`config.mk`:
```
export PLATFORM = sky130hd
export DESIGN_NAME = pll_divider_word_builder
export DESIGN_NICKNAME = d
export VERILOG_FILES = /design/src/rtl/pdwb_pkg.sv /design/src/rtl/pdwb_divider.sv /design/src/rtl/pdwb_front.sv /design/src/rtl/pdwb_queue.sv /design/src/rtl/pdwb_back.sv /design/src/rtl/pll_divider_word_builder.sv
export SDC_FILE = /design/constraint.sdc
export NUM_CORES = 1
export LEC_CHECK = 0
export BUFFER_PORTS_ARGS = -buffer_cell sky130_fd_sc_hd__buf_2
export CAP_MARGIN = 20
export CORE_MARGIN = 2
export CORE_UTILIZATION = 56
export CTS_CLUSTER_DIAMETER = 150
export CTS_CLUSTER_SIZE = 16
export DETAILED_ROUTE_END_ITERATION = 8
export PLACE_DENSITY = 0.74
export SLEW_MARGIN = 5
export SYNTH_ARGS = -nofsm -noshare
export SYNTH_HDL_FRONTEND = slang
export SYNTH_HIERARCHICAL = 1
export SYNTH_SLANG_ARGS = --single-unit
```
`constraint.sdc`:
```
create_clock -name clk -period 12.1 [get_ports clk]
set_input_delay 2.42 -clock clk [delete_from_list [all_inputs] [get_ports clk]]
set_output_delay 2.42 -clock clk [all_outputs]
set_load 0.02 [all_outputs]
```
`src/rtl/pdwb_pkg.sv`:
```
// Package for the PLL divider word builder: shared types, field limits,
// register indexes and word address codes. No dependencies.

package pdwb_pkg;

  // Output word width and field limits
  localparam int WORD_BITS  = 24;
  localparam int DIVD_BITS  = 32;
  localparam int DIVS_BITS  = 27;
  localparam int CNT_BITS   = 6;
  localparam int R_BITS     = 14;
  localparam int B_BITS     = 13;
  localparam int A_BITS     = 6;

  localparam logic [DIVD_BITS-1:0] R_MAX = 32'd16383;
  localparam logic [DIVD_BITS-1:0] B_MAX = 32'd8191;
  localparam logic [DIVD_BITS-1:0] A_MAX = 32'd63;

  // Configuration register indexes
  localparam logic [2:0] REG_REFERENCE = 3'd0;
  localparam logic [2:0] REG_STEP      = 3'd1;
  localparam logic [2:0] REG_PRESC_VAL = 3'd2;
  localparam logic [2:0] REG_PRESC_CODE = 3'd3;
  localparam logic [2:0] REG_MUX       = 3'd4;

  // Reset values of the configuration registers
  localparam logic [26:0] RST_REFERENCE = 27'd10000000;
  localparam logic [26:0] RST_STEP      = 27'd25000;
  localparam logic [6:0]  RST_PRESC_VAL = 7'd8;

  // Register address codes in the low two bits of each word
  localparam logic [1:0] ADDR_R    = 2'h0;
  localparam logic [1:0] ADDR_AB   = 2'h1;
  localparam logic [1:0] ADDR_FUNC = 2'h2;

  // Configuration set
  typedef struct packed {
    logic [26:0] reference_hz;
    logic [26:0] step_hz;
    logic [6:0]  prescaler_value;
    logic [1:0]  prescaler_code;
    logic [2:0]  mux_select;
  } cfg_t;

  // Divider request and response
  typedef struct packed {
    logic                 start;
    logic [DIVD_BITS-1:0] dividend;
    logic [DIVS_BITS-1:0] divisor;
  } div_req_t;

  typedef struct packed {
    logic                 busy;
    logic                 done;
    logic [DIVD_BITS-1:0] quotient;
    logic [DIVS_BITS-1:0] remainder;
  } div_rsp_t;

  // Classified counter set handed from front to back
  typedef struct packed {
    logic [R_BITS-1:0] r;
    logic [B_BITS-1:0] b;
    logic [A_BITS-1:0] a;
    logic              err;
  } counters_t;

  // Front sequencer states
  typedef enum logic [2:0] {
    ST_IDLE,
    ST_DIV_R,
    ST_DIV_N,
    ST_DIV_AB,
    ST_PUSH
  } front_state_t;

  // Word order in one sequence
  typedef enum logic [1:0] {
    WSEL_FUNC_RST,
    WSEL_R,
    WSEL_AB,
    WSEL_FUNC_RUN
  } word_sel_t;

endpackage

```
`src/rtl/pdwb_divider.sv`:
```
// Radix-2 restoring divider, one quotient bit per cycle.
// Depends on pdwb_pkg.

module pdwb_divider (
  input  logic              clk,
  input  logic              rst_n,
  input  pdwb_pkg::div_req_t req,
  output pdwb_pkg::div_rsp_t rsp
);

  logic [pdwb_pkg::DIVD_BITS-1:0] quo_r, quo_nxt;
  logic [pdwb_pkg::DIVS_BITS-1:0] rem_r, rem_nxt;
  logic [pdwb_pkg::DIVS_BITS-1:0] div_r;
  logic [pdwb_pkg::CNT_BITS-1:0]  cnt_r, cnt_nxt;
  logic                           done_r, done_nxt;
  logic [pdwb_pkg::DIVS_BITS:0]   shifted;
  logic [pdwb_pkg::DIVS_BITS+1:0] diff;
  logic                           ge;

  // One shift-subtract step
  always_comb begin
    shifted = {rem_r, quo_r[pdwb_pkg::DIVD_BITS-1]};
    diff    = {1'b0, shifted} - {2'b00, div_r};
    ge      = !diff[pdwb_pkg::DIVS_BITS+1];
  end

  always_comb begin
    quo_nxt  = quo_r;
    rem_nxt  = rem_r;
    cnt_nxt  = cnt_r;
    done_nxt = 1'b0;
    if (req.start) begin
      quo_nxt = req.dividend;
      rem_nxt = '0;
      cnt_nxt = pdwb_pkg::CNT_BITS'(pdwb_pkg::DIVD_BITS);
    end else if (cnt_r != '0) begin
      quo_nxt = {quo_r[pdwb_pkg::DIVD_BITS-2:0], ge};
      rem_nxt = ge ? diff[pdwb_pkg::DIVS_BITS-1:0] : shifted[pdwb_pkg::DIVS_BITS-1:0];
      cnt_nxt = cnt_r - 1'b1;
      done_nxt = (cnt_r == pdwb_pkg::CNT_BITS'(1));
    end
  end

  // Control state
  always_ff @(posedge clk) begin
    if (!rst_n) begin
      cnt_r  <= '0;
      done_r <= 1'b0;
    end else begin
      cnt_r  <= cnt_nxt;
      done_r <= done_nxt;
    end
  end

  // Datapath
  always_ff @(posedge clk) begin
    quo_r <= quo_nxt;
    rem_r <= rem_nxt;
    if (req.start) begin
      div_r <= req.divisor;
    end
  end

  assign rsp.busy      = (cnt_r != '0);
  assign rsp.done      = done_r;
  assign rsp.quotient  = quo_r;
  assign rsp.remainder = rem_r;

endmodule

```
`src/rtl/pdwb_front.sv`:
```
// Front end: accepts target beats, runs R, N and B/A divisions on the
// shared divider, flags range errors and pushes counters into the queue.
// Depends on pdwb_pkg and pdwb_divider.

module pdwb_front (
  input  logic                 clk,
  input  logic                 rst_n,
  input  pdwb_pkg::cfg_t       cfg,
  input  logic                 in_valid,
  output logic                 in_stall,
  input  logic [31:0]          in_target_hz,
  output logic                 q_push,
  output pdwb_pkg::counters_t  q_data,
  input  logic                 q_full
);

  pdwb_pkg::front_state_t state_r, state_nxt;
  pdwb_pkg::div_req_t     div_req;
  pdwb_pkg::div_rsp_t     div_rsp;
  pdwb_pkg::counters_t    ent_r, ent_nxt;

  logic [31:0] target_r;
  logic [26:0] r_r, r_nxt;
  logic [31:0] n_r, n_nxt;
  logic        step_zero;
  logic        presc_zero;
  logic [31:0] b_full;
  logic [31:0] a_full;
  logic [31:0] r_full;
  logic        err;

  pdwb_divider u_div (
    .clk   (clk),
    .rst_n (rst_n),
    .req   (div_req),
    .rsp   (div_rsp)
  );

  assign step_zero  = (cfg.step_hz == '0);
  assign presc_zero = (cfg.prescaler_value == '0);
  assign in_stall   = (state_r != pdwb_pkg::ST_IDLE);

  // Split N into B and A, classify against field limits
  always_comb begin
    b_full = presc_zero ? '0 : div_rsp.quotient;
    a_full = presc_zero ? n_r : {5'b0, div_rsp.remainder};
    r_full = {5'b0, r_r};
    err    = step_zero || (r_r == '0) || (a_full > b_full) ||
             (r_full > pdwb_pkg::R_MAX) || (b_full > pdwb_pkg::B_MAX) ||
             (a_full > pdwb_pkg::A_MAX);
  end

  // Sequencer: next state, divider requests, result capture
  always_comb begin
    state_nxt        = state_r;
    div_req.start    = 1'b0;
    div_req.dividend = {5'b0, cfg.reference_hz};
    div_req.divisor  = cfg.step_hz;
    r_nxt            = r_r;
    n_nxt            = n_r;
    ent_nxt          = ent_r;
    q_push           = 1'b0;
    case (state_r)
      pdwb_pkg::ST_IDLE: begin
        if (in_valid) begin
          div_req.start = 1'b1;
          state_nxt     = pdwb_pkg::ST_DIV_R;
        end
      end
      pdwb_pkg::ST_DIV_R: begin
        if (div_rsp.done) begin
          r_nxt            = step_zero ? '0 : div_rsp.quotient[26:0];
          div_req.start    = 1'b1;
          div_req.dividend = target_r;
          state_nxt        = pdwb_pkg::ST_DIV_N;
        end
      end
      pdwb_pkg::ST_DIV_N: begin
        if (div_rsp.done) begin
          n_nxt            = step_zero ? '0 : div_rsp.quotient;
          div_req.start    = 1'b1;
          div_req.dividend = n_nxt;
          div_req.divisor  = {20'b0, cfg.prescaler_value};
          state_nxt        = pdwb_pkg::ST_DIV_AB;
        end
      end
      pdwb_pkg::ST_DIV_AB: begin
        if (div_rsp.done) begin
          ent_nxt.r   = (r_full > pdwb_pkg::R_MAX) ? pdwb_pkg::R_MAX[13:0] : r_r[13:0];
          ent_nxt.b   = (b_full > pdwb_pkg::B_MAX) ? pdwb_pkg::B_MAX[12:0] : b_full[12:0];
          ent_nxt.a   = (a_full > pdwb_pkg::A_MAX) ? pdwb_pkg::A_MAX[5:0] : a_full[5:0];
          ent_nxt.err = err;
          state_nxt   = pdwb_pkg::ST_PUSH;
        end
      end
      pdwb_pkg::ST_PUSH: begin
        if (!q_full) begin
          q_push    = 1'b1;
          state_nxt = pdwb_pkg::ST_IDLE;
        end
      end
      default: begin
        state_nxt = pdwb_pkg::ST_IDLE;
      end
    endcase
  end

  assign q_data = ent_r;

  always_ff @(posedge clk) begin
    if (!rst_n) begin
      state_r <= pdwb_pkg::ST_IDLE;
    end else begin
      state_r <= state_nxt;
    end
  end

  always_ff @(posedge clk) begin
    r_r   <= r_nxt;
    n_r   <= n_nxt;
    ent_r <= ent_nxt;
    if (in_valid && !in_stall) begin
      target_r <= in_target_hz;
    end
  end

`ifndef SYNTHESIS
  // A new division never starts on top of a running one
  a_div_idle_on_start: assert property (@(posedge clk) disable iff (!rst_n)
    div_req.start |-> !div_rsp.busy)
    else $error("divider started while busy");
`endif

endmodule

```
`src/rtl/pdwb_queue.sv`:
```
// Two-entry queue between front and back, carrying counter sets.
// Depends on pdwb_pkg.

module pdwb_queue (
  input  logic                clk,
  input  logic                rst_n,
  input  logic                push,
  input  pdwb_pkg::counters_t push_data,
  output logic                full,
  input  logic                pop,
  output pdwb_pkg::counters_t pop_data,
  output logic                valid
);

  pdwb_pkg::counters_t mem [2];
  logic       wr_ptr_r, wr_ptr_nxt;
  logic       rd_ptr_r, rd_ptr_nxt;
  logic [1:0] count_r, count_nxt;

  assign full     = (count_r == 2'd2);
  assign valid    = (count_r != 2'd0);
  assign pop_data = mem[rd_ptr_r];

  // Pointer and fill count update
  always_comb begin
    wr_ptr_nxt = push ? !wr_ptr_r : wr_ptr_r;
    rd_ptr_nxt = pop ? !rd_ptr_r : rd_ptr_r;
    count_nxt  = count_r + {1'b0, push} - {1'b0, pop};
  end

  always_ff @(posedge clk) begin
    if (!rst_n) begin
      wr_ptr_r <= 1'b0;
      rd_ptr_r <= 1'b0;
      count_r  <= 2'd0;
    end else begin
      wr_ptr_r <= wr_ptr_nxt;
      rd_ptr_r <= rd_ptr_nxt;
      count_r  <= count_nxt;
    end
  end

  always_ff @(posedge clk) begin
    if (push) begin
      mem[wr_ptr_r] <= push_data;
    end
  end

`ifndef SYNTHESIS
  a_no_overflow: assert property (@(posedge clk) disable iff (!rst_n)
    push |-> !full || pop)
    else $error("queue push while full");
  a_no_underflow: assert property (@(posedge clk) disable iff (!rst_n)
    pop |-> valid)
    else $error("queue pop while empty");
`endif

endmodule

```
`src/rtl/pdwb_back.sv`:
```
// Back end: pops counter sets and emits the four control words through an
// output register. Depends on pdwb_pkg.

module pdwb_back (
  input  logic                           clk,
  input  logic                           rst_n,
  input  pdwb_pkg::cfg_t                 cfg,
  input  logic                           q_valid,
  input  pdwb_pkg::counters_t            q_data,
  output logic                           q_pop,
  output logic                           out_valid,
  input  logic                           out_stall,
  output logic [pdwb_pkg::WORD_BITS-1:0] out_control_word,
  output logic                           out_last_word,
  output logic                           out_range_error
);

  pdwb_pkg::counters_t ent_r, ent_nxt;
  pdwb_pkg::word_sel_t idx_r, idx_nxt;
  logic                ent_valid_r, ent_valid_nxt;
  logic                out_valid_r, out_valid_nxt;
  logic [pdwb_pkg::WORD_BITS-1:0] out_word_r, word;
  logic                out_last_r, out_err_r;
  logic                load_out;
  logic                last_sel;

  // Word for the current index
  always_comb begin
    case (idx_r)
      pdwb_pkg::WSEL_FUNC_RST:
        word = {cfg.prescaler_code, 14'b0, 1'b1, cfg.mux_select, 1'b0, 1'b1,
                pdwb_pkg::ADDR_FUNC};
      pdwb_pkg::WSEL_R:
        word = {8'b0, ent_r.r, pdwb_pkg::ADDR_R};
      pdwb_pkg::WSEL_AB:
        word = {3'b0, ent_r.b, ent_r.a, pdwb_pkg::ADDR_AB};
      pdwb_pkg::WSEL_FUNC_RUN:
        word = {cfg.prescaler_code, 14'b0, 1'b1, cfg.mux_select, 1'b0, 1'b0,
                pdwb_pkg::ADDR_FUNC};
      default:
        word = '0;
    endcase
  end

  // Output register loads when a set is held and it is empty or being taken
  always_comb begin
    last_sel      = (idx_r == pdwb_pkg::WSEL_FUNC_RUN);
    load_out      = ent_valid_r && (!out_valid_r || !out_stall);
    q_pop         = q_valid && (!ent_valid_r || (load_out && last_sel));
    out_valid_nxt = load_out || (out_valid_r && out_stall);
    ent_nxt       = q_pop ? q_data : ent_r;
    ent_valid_nxt = q_pop || (ent_valid_r && !(load_out && last_sel));
    idx_nxt       = idx_r;
    if (q_pop) begin
      idx_nxt = pdwb_pkg::WSEL_FUNC_RST;
    end else if (load_out) begin
      idx_nxt = pdwb_pkg::word_sel_t'(idx_r + 2'd1);
    end
  end

  always_ff @(posedge clk) begin
    if (!rst_n) begin
      ent_valid_r <= 1'b0;
      out_valid_r <= 1'b0;
      idx_r       <= pdwb_pkg::WSEL_FUNC_RST;
    end else begin
      ent_valid_r <= ent_valid_nxt;
      out_valid_r <= out_valid_nxt;
      idx_r       <= idx_nxt;
    end
  end

  always_ff @(posedge clk) begin
    ent_r <= ent_nxt;
    if (load_out) begin
      out_word_r <= word;
      out_last_r <= last_sel;
      out_err_r  <= ent_r.err;
    end
  end

  assign out_valid        = out_valid_r;
  assign out_control_word = out_word_r;
  assign out_last_word    = out_last_r;
  assign out_range_error  = out_err_r;

`ifndef SYNTHESIS
  // Closing word is the function word with counter reset clear
  a_last_is_func: assert property (@(posedge clk) disable iff (!rst_n)
    (out_valid_r && out_last_r) |->
      (out_word_r[1:0] == pdwb_pkg::ADDR_FUNC) && !out_word_r[2])
    else $error("last word is not the running function word");
  // Words of one sequence follow without gaps and share the error flag
  a_seq_contiguous: assert property (@(posedge clk) disable iff (!rst_n)
    (out_valid_r && !out_stall && !out_last_r) |=>
      out_valid_r && (out_err_r == $past(out_err_r)))
    else $error("sequence broken or error flag changed");
  // A new set is only taken between sequences
  a_pop_at_boundary: assert property (@(posedge clk) disable iff (!rst_n)
    (q_pop && ent_valid_r) |-> (idx_r == pdwb_pkg::WSEL_FUNC_RUN))
    else $error("counter set replaced mid-sequence");
`endif

endmodule

```
`src/rtl/pll_divider_word_builder.sv`:
```
// PLL divider word builder, top level: config registers, front, queue, back.
// Depends on pdwb_pkg, pdwb_front, pdwb_queue and pdwb_back.
// The front runs its divisions on an accepted target beat, then the back emits
// four words on consecutive cycles unless stalled. No new target is taken
// until three divisions on the shared radix-2 divider end and the counters are
// pushed. Reset: sync active-low rst_n, default configuration.

module pll_divider_word_builder (
  input  logic                           clk,
  input  logic                           rst_n,
  input  logic                           in_valid,
  output logic                           in_stall,
  input  logic [31:0]                    in_target_hz,
  output logic                           out_valid,
  input  logic                           out_stall,
  output logic [pdwb_pkg::WORD_BITS-1:0] out_control_word,
  output logic                           out_last_word,
  output logic                           out_range_error,
  input  logic                           cfg_valid,
  output logic                           cfg_ready,
  input  logic [2:0]                     cfg_index,
  input  logic [26:0]                    cfg_data
);

  pdwb_pkg::cfg_t      cfg_r, cfg_nxt;
  pdwb_pkg::counters_t q_in, q_out;
  logic                q_push, q_full, q_pop, q_valid;

  assign cfg_ready = 1'b1;

  // Register write decode
  always_comb begin
    cfg_nxt = cfg_r;
    if (cfg_valid && cfg_ready) begin
      case (cfg_index)
        pdwb_pkg::REG_REFERENCE:  cfg_nxt.reference_hz    = cfg_data;
        pdwb_pkg::REG_STEP:       cfg_nxt.step_hz         = cfg_data;
        pdwb_pkg::REG_PRESC_VAL:  cfg_nxt.prescaler_value = cfg_data[6:0];
        pdwb_pkg::REG_PRESC_CODE: cfg_nxt.prescaler_code  = cfg_data[1:0];
        pdwb_pkg::REG_MUX:        cfg_nxt.mux_select      = cfg_data[2:0];
        default: ;
      endcase
    end
  end

  always_ff @(posedge clk) begin
    if (!rst_n) begin
      cfg_r.reference_hz    <= pdwb_pkg::RST_REFERENCE;
      cfg_r.step_hz         <= pdwb_pkg::RST_STEP;
      cfg_r.prescaler_value <= pdwb_pkg::RST_PRESC_VAL;
      cfg_r.prescaler_code  <= 2'd0;
      cfg_r.mux_select      <= 3'd0;
    end else begin
      cfg_r <= cfg_nxt;
    end
  end

  pdwb_front u_front (
    .clk          (clk),
    .rst_n        (rst_n),
    .cfg          (cfg_r),
    .in_valid     (in_valid),
    .in_stall     (in_stall),
    .in_target_hz (in_target_hz),
    .q_push       (q_push),
    .q_data       (q_in),
    .q_full       (q_full)
  );

  pdwb_queue u_queue (
    .clk       (clk),
    .rst_n     (rst_n),
    .push      (q_push),
    .push_data (q_in),
    .full      (q_full),
    .pop       (q_pop),
    .pop_data  (q_out),
    .valid     (q_valid)
  );

  pdwb_back u_back (
    .clk              (clk),
    .rst_n            (rst_n),
    .cfg              (cfg_r),
    .q_valid          (q_valid),
    .q_data           (q_out),
    .q_pop            (q_pop),
    .out_valid        (out_valid),
    .out_stall        (out_stall),
    .out_control_word (out_control_word),
    .out_last_word    (out_last_word),
    .out_range_error  (out_range_error)
  );

endmodule
```
==> results.yml <==
logic_synthesis:
  asyncSetResetFlopFracSynth_pct: 0
  synth_cell_type_count: 85
  synth_flop_cell: "sky130_fd_sc_hd__edfxtp_1"
  syn_nets: 1778
  mapped_cell_area_sq_um: 19700
  yosysSeqAreaShare_pct: 58.7
  syn_inst: 1645
  synth_edf_count: 311
  syn_avg_cell_area_sq_um: 12.0
  yosys_warnings: 6
  flip_flop_and_latch_count_after_synthesis: 423
detailed_routing:
  detail-route-antenna-nets: 0
  routed_via_density: 5.78
  drt-wirelength-per-cell_microns: 19.7
  dr.pass1.iters: 6
  vias: 12600
  postRouteWirelength_microns: 43100
  detail_route.iter0.violations: 1081
  drc: 0
setup_path:
  worstSetupStartpoint: "in_valid"
  critical_path.n_buffers_inverters: 5
  cp.required_ns: 12.32
  crit_path_cell_chain: "buf_2 > inv_1 > o21ai_4 > buf_4 > inv_1 > nand2_1 > buf_4"
  timing.reg2reg.worst_path_depth: 11
  critical_path_class: "input pin to register"
  worst_setup_path_endpoint: "u_front/u_div/quo_r[19]$_DFFE_PP_"
  critical_path.max_stage_delay_ns: 0.83
  crit_end_element: "register"
  slowest_cell_on_the_critical_path: "sky130_fd_sc_hd__buf_4"
  crit-reg2reg-capture: "u_front/q_data[0]$_DFFE_PP_"
  critical_path_arrival_ns: 4.81
  cp_top_family: "buffers and inverters"
  path_max_fanout: 84
  setup.reg_to_reg.worst_slack_ns: 7.94
  timing.critical_path.depth: 7
  rr_startpoint: "cfg_r[8]$_SDFFE_PN1P_"
  worst_setup_path_start_kind: "input pin"
layout:
  filler_cells: 2715
  finalNetCount: 1841
  drive_gt1_share_pct: 14.6
  final_cell_mix: "311 x sky130_fd_sc_hd__edfxtp_1, 297 x sky130_fd_sc_hd__nand2_1, 111 x sky130_fd_sc_hd__dfxtp_1"
  layout.cells.most_common: "sky130_fd_sc_hd__edfxtp_1"
  register_area_sq_um: 11600
  antenna_cells_inserted: 0
  areaGrowthSynthToFinish_pct: 8.24
  multi_input_area_sq_um: 7500
global_routing:
  antenna_found_initial: 0
  first_global_vias: 12200
  grt_first_pass_wirelength_microns: 66400
  grt_use_total_pct: 23.4
  maximum_number_of_pins_on_one_net_before_global_route_repair: 101
  global_route.overflow_total: 0
die:
  die_width_microns: 192
  core_area_sq_um: 34600
  die_height_microns: 192
  floorplan.initialDensity_pct: 56.9
  die_area_sq_um: 36700
  row_count: 68
  io_pins: 96
pwr:
  powerDensity_nw_per_um2: 201
  totalPowerFinal_w: 0.00428
  cellLeakagePower_nw: 8.07
  power.ir.vdd_worst_mv: 0.131
timing:
  timing.setup.tns_ns: 0
  maxSlewViolCount: 0
  rsz_0062_raised_after_global_routing: "no"
  time_the_final_worst_path_needs_with_i_o_delays_and_setup_ns: 4.59
  maxClockFrequency_mhz: 218
  final_hold_viol_count: 0
  clock-skew-final_ns: 0.0218
  tightestPinTransition_ns: 1.08
  post-route-worst-setup-slack_ns: 7.51
  relSlewSlack_pct: 28.0
  number_of_failing_setup_endpoints_in_the_final_timing_report: 0
  post-route-period-util_pct: 37.9
clock_tree:
  worst_setup_hold_path_clk_slew_ns: 0.07
  cts_max_path_buffers: 3
  tritoncts: "done"
  post_cts_hold_buffer_count: 0
  post_cts.resized_instances: 0
  cts_inserted_buffers: 30
  h-tree-depth: 1
  cts_num_sinks: 423
  clockRootBuffer: "sky130_fd_sc_hd__clkbuf_16"
  clock_latency_late_sink_ns: 0.59
  post-cts-setup-buffer-count: 0
outcome:
  status: "finished clean"
placement:
  dp.final_hpwl_microns: 30300
  portBuffers: 93
  dp_worst_setup_slack_ns: 6.90
  gp_congestion: 0.917
run:
  maxCapViolations: 0
min_path:
  holdCritPathClass: "register to register"
## metal layers
metal | wire [microns] | part of all wire (%) | track usage, % | vias up
met3 | 2310 | 5.4 | 2.67 | 89
li1 | - | - | - | 6062
met1 | 18200 | 42 | 30.8 | 6067
met2 | 21000 | 49 | 40.3 | 420
met5 | 0 | 0 | 0 | -
met4 | 1580 | 3.7 | 8.08 | 0
## stage by stage
| stage | hold WS [ns] | utilization (%) | area (sq um) | instances |
|---|---|---|---|---|
| finish | 0.431 | 61.6 | 21300 | 2186 |
| floorplan | 0.400 | - | 19700 | 1645 |
| global placement | 0.407 | 59.0 | 20400 | 2129 |
| global route | 0.450 | 61.6 | 21300 | 2186 |
| detailed placement | 0.412 | 59.0 | 20400 | 2129 |
| CTS | 0.429 | 61.5 | 21300 | 2184 |
## cells by family (layout without fill, tap and decap cells)
logic type | Yosys count | in the layout | share of synthesized area (%)
simple gates | 628 | 628 | 15.5
flops | 423 | 423 | 58.7
compound gates | 216 | 216 | 7.96
mux | 152 | 152 | 8.70
buf+inv | 129 | 215 | 3.43
fa+ha+maj | 66 | 66 | 4.23
xor+xnor | 29 | 29 | 1.36
other cells | 2 | 2 | 0.0381
## where the power goes
part,internal [W],switching (W)
registers,0.00183,0.000209
clock network,0.000469,0.000475
logic,0.000544,0.000750
total,0.00285,0.00143
## synthesized netlist by cell type, types with 3 or more instances
library cell | count | area, sq um
sky130_fd_sc_hd__a211oi_1 | 23 | 173
sky130_fd_sc_hd__a21o_1 | 14 | 105
sky130_fd_sc_hd__a21oi_1 | 29 | 145
sky130_fd_sc_hd__a22o_1 | 6 | 52.6
sky130_fd_sc_hd__a22oi_1 | 39 | 293
sky130_fd_sc_hd__a311oi_1 | 3 | 26.3
sky130_fd_sc_hd__a31oi_1 | 9 | 56.3
sky130_fd_sc_hd__a41oi_1 | 4 | 35.0
sky130_fd_sc_hd__and2_1 | 92 | 576
sky130_fd_sc_hd__and3_1 | 14 | 87.6
sky130_fd_sc_hd__buf_12 | 7 | 140
sky130_fd_sc_hd__buf_2 | 17 | 85.1
sky130_fd_sc_hd__buf_4 | 5 | 37.5
sky130_fd_sc_hd__buf_6 | 5 | 56.3
sky130_fd_sc_hd__clkbuf_1 | 45 | 169
sky130_fd_sc_hd__dfxtp_1 | 112 | 2240
sky130_fd_sc_hd__edfxtp_1 | 311 | 9340
sky130_fd_sc_hd__ha_1 | 65 | 813
sky130_fd_sc_hd__inv_1 | 47 | 176
sky130_fd_sc_hd__mux2_2 | 35 | 394
sky130_fd_sc_hd__mux2_4 | 30 | 450
sky130_fd_sc_hd__mux2i_1 | 87 | 871
sky130_fd_sc_hd__nand2_1 | 297 | 1110
sky130_fd_sc_hd__nand2b_1 | 8 | 50.1
sky130_fd_sc_hd__nand3_1 | 12 | 60.1
sky130_fd_sc_hd__nand4_1 | 13 | 81.3
sky130_fd_sc_hd__nand4b_1 | 4 | 35.0
sky130_fd_sc_hd__nand4bb_1 | 3 | 33.8
sky130_fd_sc_hd__nor2_1 | 71 | 267
sky130_fd_sc_hd__nor2b_1 | 35 | 219
sky130_fd_sc_hd__nor3_1 | 11 | 55.1
sky130_fd_sc_hd__nor4_1 | 27 | 169
sky130_fd_sc_hd__o21a_1 | 10 | 75.1
sky130_fd_sc_hd__o21ai_0 | 31 | 155
sky130_fd_sc_hd__o21ai_1 | 11 | 55.1
sky130_fd_sc_hd__o22ai_1 | 4 | 25.0
sky130_fd_sc_hd__o311ai_1 | 3 | 26.3
sky130_fd_sc_hd__or2_2 | 16 | 100
sky130_fd_sc_hd__or3_1 | 6 | 37.5
sky130_fd_sc_hd__or4_1 | 5 | 37.5
sky130_fd_sc_hd__xnor2_1 | 18 | 158
sky130_fd_sc_hd__xor2_1 | 10 | 87.6
## final cells by class
type                    count  area share (%)
multi-input cells        1093            35.2
repair buffers            111            2.98
flip-flops and latches    423            54.3
clock buffers              53            3.92
well taps                 455            2.67
clock inverters             2           0.129
inverters                  49           0.862
## state kept, by name, summed over array words and instances, names as in the netlist, named ones only
register and cells:
cfg_r 66, u_back/ent_r 34, u_back/ent_valid_r 1, u_back/idx_r 2
u_back/out_control_word 23, u_back/out_last_word 1, u_back/out_range_error 1, u_back/out_valid 1
u_front/n_r 32, u_front/q_data 34, u_front/r_r 27, u_front/state_r 3
u_front/target_r 32, u_front/u_div/cnt_r 6, u_front/u_div/div_r 27, u_front/u_div/done_r 1
u_front/u_div/quo_r 32, u_front/u_div/rem_r 27, u_queue/count_r 2, u_queue/mem 68
u_queue/rd_ptr_r 1, u_queue/wr_ptr_r 1
## worst min path at each step
stage	from	to	slack, ns	depth (start not counted)
finish	u_back/ent_r[0]$_DFFE_PP_	u_back/out_range_error$_DFFE_PP_	0.43	0
global route	u_back/ent_r[0]$_DFFE_PP_	u_back/out_range_error$_DFFE_PP_	0.45	0
CTS	u_back/ent_r[0]$_DFFE_PP_	u_back/out_range_error$_DFFE_PP_	0.43	0
detailed placement	u_back/ent_r[0]$_DFFE_PP_	u_back/out_range_error$_DFFE_PP_	0.41	0
global placement	u_back/ent_r[0]$_DFFE_PP_	u_back/out_range_error$_DFFE_PP_	0.41	0
floorplan	u_back/ent_r[0]$_DFFE_PP_	u_back/out_range_error$_DFFE_PP_	0.40	0
Power figures use the tool's default switching activity.
